`config.mk`:
```
export PLATFORM = sky130hd
export DESIGN_NAME = csc_step
export DESIGN_NICKNAME = d
export VERILOG_FILES = /design/src/hw/rtl/csc_pkg.sv /design/src/hw/rtl/csc_step.sv
export SDC_FILE = /design/constraint.sdc
export NUM_CORES = 2
export LEC_CHECK = 0
export ABC_AREA = 1
export BUFFER_PORTS_ARGS = -buffer_cell sky130_fd_sc_hd__buf_2
export CORE_AREA = 2 2 244 246
export CTS_CLUSTER_DIAMETER = 60
export DETAILED_ROUTE_END_ITERATION = 8
export DIE_AREA = 0 0 246 248
export GPL_ROUTABILITY_DRIVEN = 0
export MAX_ROUTING_LAYER = met4
export PLACE_DENSITY = 0.78
export SETUP_SLACK_MARGIN = 0.05
export SLEW_MARGIN = 20
export SYNTH_ARGS = -nofsm -noshare
export SYNTH_HDL_FRONTEND = slang
export SYNTH_SLANG_ARGS = --single-unit
export TNS_END_PERCENT = 5
```
`constraint.sdc`:
```
create_clock -name clk_i -period 6.4 [get_ports clk_i]
set_clock_uncertainty 0.15 [all_clocks]
set_input_delay 0.32 -clock clk_i [delete_from_list [all_inputs] [get_ports clk_i]]
set_output_delay 0.32 -clock clk_i [all_outputs]
set_load 0.01 [all_outputs]
```
`src/hw/rtl/csc_pkg.sv`:
```
// ----------------------------------------------------------------------------
// csc_pkg
// Types, widths and helpers for the Clenshaw Chebyshev series pipeline.
// ----------------------------------------------------------------------------
package csc_pkg;

  // default highest coefficient index held by the table
  localparam int unsigned MaxDegree = 15;

  // field widths
  localparam int unsigned IdxW    = 4;
  localparam int unsigned IdxMax  = (1 << IdxW) - 1;
  localparam int unsigned DataW   = 32;
  localparam int unsigned SampleW = 16;
  localparam int unsigned ProdW   = DataW + SampleW;
  localparam int unsigned SumW    = DataW + 4;

  // rounding offsets for the two product scalings
  localparam logic signed [ProdW-1:0] StepRnd  = 48'sd8192;
  localparam logic signed [ProdW-1:0] FinalRnd = 48'sd16384;

  // saturation limits
  localparam logic signed [SumW-1:0] SatMax = 36'sd2147483647;
  localparam logic signed [SumW-1:0] SatMin = -36'sd2147483648;

  typedef enum logic {
    ModeLoad = 1'b0,
    ModeEval = 1'b1
  } csc_mode_e;

  // request as it travels down the pipeline, with running recurrence state
  typedef struct packed {
    logic                     vld;
    csc_mode_e                mode;
    logic [IdxW-1:0]          idx;
    logic signed [DataW-1:0]  cval;
    logic signed [SampleW-1:0] y;
    logic signed [DataW-1:0]  q;
    logic signed [DataW-1:0]  r;
    logic                     sat;
  } csc_item_t;

  typedef struct packed {
    logic signed [DataW-1:0] val;
    logic                    sat;
  } csc_clip_t;

  // clamp a wide sum to the signed 32-bit range and flag clipping
  function automatic csc_clip_t csc_clip(input logic signed [SumW-1:0] v);
    csc_clip_t res;
    if (v > SatMax) begin
      res.val = SatMax[DataW-1:0];
      res.sat = 1'b1;
    end else if (v < SatMin) begin
      res.val = SatMin[DataW-1:0];
      res.sat = 1'b1;
    end else begin
      res.val = v[DataW-1:0];
      res.sat = 1'b0;
    end
    return res;
  endfunction

endpackage

```
`src/hw/rtl/csc_step.sv`:
```
// ----------------------------------------------------------------------------
// csc_step
// One backward recurrence step for coefficient index K: product stage, then
// add and clip stage. Owns table entry K, written by load requests passing by.
// ----------------------------------------------------------------------------
module csc_step #(
  parameter int unsigned K = 0
) (
  input  logic                         clk_i,
  input  logic                         rst_ni,
  input  logic                         en_i,
  input  logic [csc_pkg::IdxW-1:0]     degree_i,
  input  csc_pkg::csc_item_t           item_i,
  output csc_pkg::csc_item_t           item_o
);
  import csc_pkg::*;

  localparam bit              Reachable = (K <= IdxMax);
  localparam logic [IdxW-1:0] IdxK      = IdxW'(K);

  csc_item_t               a_q, b_q;
  csc_item_t               b_d;
  logic signed [ProdW-1:0] prod_q;
  logic signed [DataW-1:0] coef_q;

  logic                    load_hit;
  logic                    active;
  logic signed [DataW-1:0] coef_eff;
  logic signed [ProdW-1:0] prod_rnd;
  logic signed [DataW+1:0] t_w;
  logic signed [SumW-1:0]  sum;
  csc_clip_t               clip;

  // product stage: y * q of the incoming request
  always_ff @(posedge clk_i or negedge rst_ni) begin
    if (!rst_ni) begin
      a_q    <= '0;
      prod_q <= '0;
    end else if (en_i) begin
      a_q    <= item_i;
      prod_q <= ProdW'($signed(item_i.y)) * ProdW'($signed(item_i.q));
    end
  end

  // table entry K, updated in request order
  assign load_hit = a_q.vld && (a_q.mode == ModeLoad) && Reachable && (a_q.idx == IdxK);

  always_ff @(posedge clk_i or negedge rst_ni) begin
    if (!rst_ni) begin
      coef_q <= '0;
    end else if (en_i && load_hit) begin
      coef_q <= a_q.cval;
    end
  end

  // entries above the degree count as zero, keeping q and r at zero
  assign active   = Reachable && (IdxK <= degree_i);
  assign coef_eff = active ? coef_q : '0;

  // p = c[k] + round(2*y*q) - r, clipped
  assign prod_rnd = prod_q + StepRnd;
  assign t_w      = prod_rnd[ProdW-1:14];
  assign sum      = SumW'(coef_eff) + SumW'(t_w) - SumW'(a_q.r);
  assign clip     = csc_clip(sum);

  // recurrence state handed to the next step
  always_comb begin
    b_d     = a_q;
    b_d.q   = clip.val;
    b_d.r   = a_q.q;
    b_d.sat = a_q.sat | clip.sat;
  end

  always_ff @(posedge clk_i or negedge rst_ni) begin
    if (!rst_ni) begin
      b_q <= '0;
    end else if (en_i) begin
      b_q <= b_d;
    end
  end

  assign item_o = b_q;

endmodule

```
==> metrics.yaml <==
die:
  coreArea_sq_um: 58500
  io_pins: 245
  die_x_microns: 246
  fp-row-count: 89
  die_area_sq_um: 61000
  die_height_microns: 248
  start_util: 0.584
clock_tree:
  ctsLongestPathBuffers: 3
  clock-sinks: 305
  clk_pin_slew_ps: 60
  clk-insertion-delay-late_ps: 580
  cts_root_buf: "clkbuf_16"
  ctsResizeCount: 0
  cts_inserted_buffers: 30
  cts_tree: "done"
  h-tree-depth: 1
synthesis:
  syn_area_per_cell_sq_um: 7.89
  synth.distinct_cells: 46
  syn_nets: 5123
  syn-cell-area_sq_um: 34100
  synth-edff-count: 0
  synth_area_leaders: "fa_1, dfrtp_1, nand2_1, inv_1, ha_1"
  synth.largest_area_cell: "fa_1"
  yosysSeqAreaShare: 0.224
  synth_seq_cells: 305
  syn_inst: 4330
  yosys_most_used_dff: "dfrtp_1"
  synth_warnings: 0
  ys_async_sr_fraction: 1.00
  netlist.area_leader.share: 0.304
timing:
  timing.slew.headroom: 0.367
  setup_tns_ps: 0
  fmax_mhz: 170
  worst_pin_slew_ps: 950
  setup_viol: 0
  fin_crit_ps: 5880
  final_max_slew_viol_count: 0
  timing.final.crit_share: 0.919
  post-route-worst-setup-slack_ps: 516
  finalHoldViolations: 0
  rsz0062_at_grt: "no"
final_layout:
  design_area_sq_um: 38700
  fin_cells: 5434
  nNetsFinal: 5420
  final_common_cell: "nand2_1"
  areaGrowthSynthToFinish_pct: 13.3
  drive_gt1_frac: 0.106
  layout_common_cells: "nand2_1, inv_1, fa_1"
worst_setup_path:
  r2r_end: "item_o[50]"
  path_class: "in2reg"
  cp.arrival_ps: 6170
  critical_path.cell_chain: "buf_2 > buf_12 > nand2_1 > fa_1 > fa_1 > fa_1 > inv_1 > fa_1 > fa_1 > inv_1 > fa_1 > inv_1 > ha_1 > a21oi_1 > inv_1 > a31oi_1 > o21ai_0 > a21oi_1 > nand2_1 > nand2_1 > nand2_1 > or2_2 > nand3_1 > o21ai_0"
  setup.worst_path.end_class: "flip-flop"
  max_stage_delay_ps: 590
  critPathRequiredTime_ps: 6680
  reg2reg_from: "prod_q[13]"
  ff2ff_setup_slack_ps: 830
  cp_slowest_cell: "fa_1"
  worst_setup_path_start_kind: "primary input"
  crit_path_frequent_cell: "fa_1"
  critPathMaxFanout: 15
  rr_worst_depth: 28
grt:
  grt_pass1_vias: 29427
  overflow: 0
  grt_usage: 0.320
  grt_pass1_wl_microns: 150000
  antenna_found_initial: 10
  grt_max_degree: 179
drt:
  vias_per_cell: 5.29
  drt-pass1-iter-count: 6
  wire_per_inst_microns: 17.0
  drc_errors: 0
  drt_iter0_markers: 2642
  vias: 28757
  routed_wl_microns: 92500
  antenna_left: 0
min_path:
  hold_depth: 3
  hp-class: "in2reg"
  whs_endpoint: "a_q[62]"
  hold_start: "item_i[62]"
placement:
  dp_cells: 5295
  io_buffer_count: 240
  dp_slack_ps: 5.54
  dp_hpwl_microns: 71800
  dpl-instance-area_sq_um: 36800
run_status:
  status: "finished clean"
flow_run:
  drv_cap: 0
worst max-delay path, delay by kind of cell:
kind                     cells  cell delay [ps]
buffers and inverters        6              760
adder cells (fa/ha/maj)      7             3500
AND/OR/NAND/NOR              6              800
AO/OA/AOI/OAI                5              760
state kept, by name (all words and copies together), names as in the netlist:
register / flops
a_q: 119
coef_q: 32
item_o: 119
prod_q: 35
how the worst max path moves through the flow:
| stage | startpoint | end | slack [ps] |
|---|---|---|---|
| floorplan | item_i[64] | prod_q[46] | 370 |
| global placement | item_i[64] | prod_q[41] | 70 |
| detailed placement | item_i[67] | prod_q[36] | 6 |
| CTS | item_i[67] | prod_q[36] | 600 |
| global route | item_i[68] | prod_q[44] | 260 |
| finish | item_i[67] | prod_q[36] | 520 |
final cells by class:
type / count / area (sq um)
diodes: 11 / 27.5
multi-input cells: 2758 / 21700
flip-flops and latches: 305 / 7630
inverters: 1074 / 4040
clock buffers: 42 / 867
repair buffers: 458 / 3210
well taps: 773 / 967
fillers: 4696 / 19800
clock inverters: 13 / 218
cell usage after synthesis, types with 21 or more instances:
library cell     n
fa_1           519
nand2_1       1180
dfrtp_1        305
a21oi_1        105
xnor2_1         31
nor2_1         191
nand4_1         21
o21ai_0        277
nand3_1         80
xor2_1          57
nor3_1          32
clkbuf_1       182
inv_1         1071
ha_1           148
repair_timing:
item                                   CTS  global route
endpoints found under the hold margin  154             0
hold buffers                            72             0
setup buffers                            0             0
per-layer routing:
metal	up-vias	track usage	part of all wire
li1	13225	-	-
met1	14087	0.405	0.39
met2	1178	0.529	0.49
met3	267	0.0410	0.078
met4	0	0.122	0.042
met5	-	-	0
stage by stage:
step,utilization,hold slack [ps]
floorplan,-,-126
global placement,0.630,210
detailed placement,0.630,206
CTS,0.661,10.1
global route,0.662,34.3
finish,0.662,38.4
kinds of logic after synthesis:
kind of cell,count (synthesis),synth area share
simple gates,1559,0.183
buf+inv,1267,0.140
fa+ha+maj,667,0.358
compound gates,443,0.0716
flops,305,0.224
xor+xnor,89,0.0234
Power is left out: the tool's default activity adds up to more than one toggle a clock period on the data nets, which glitch-free logic cannot reach.
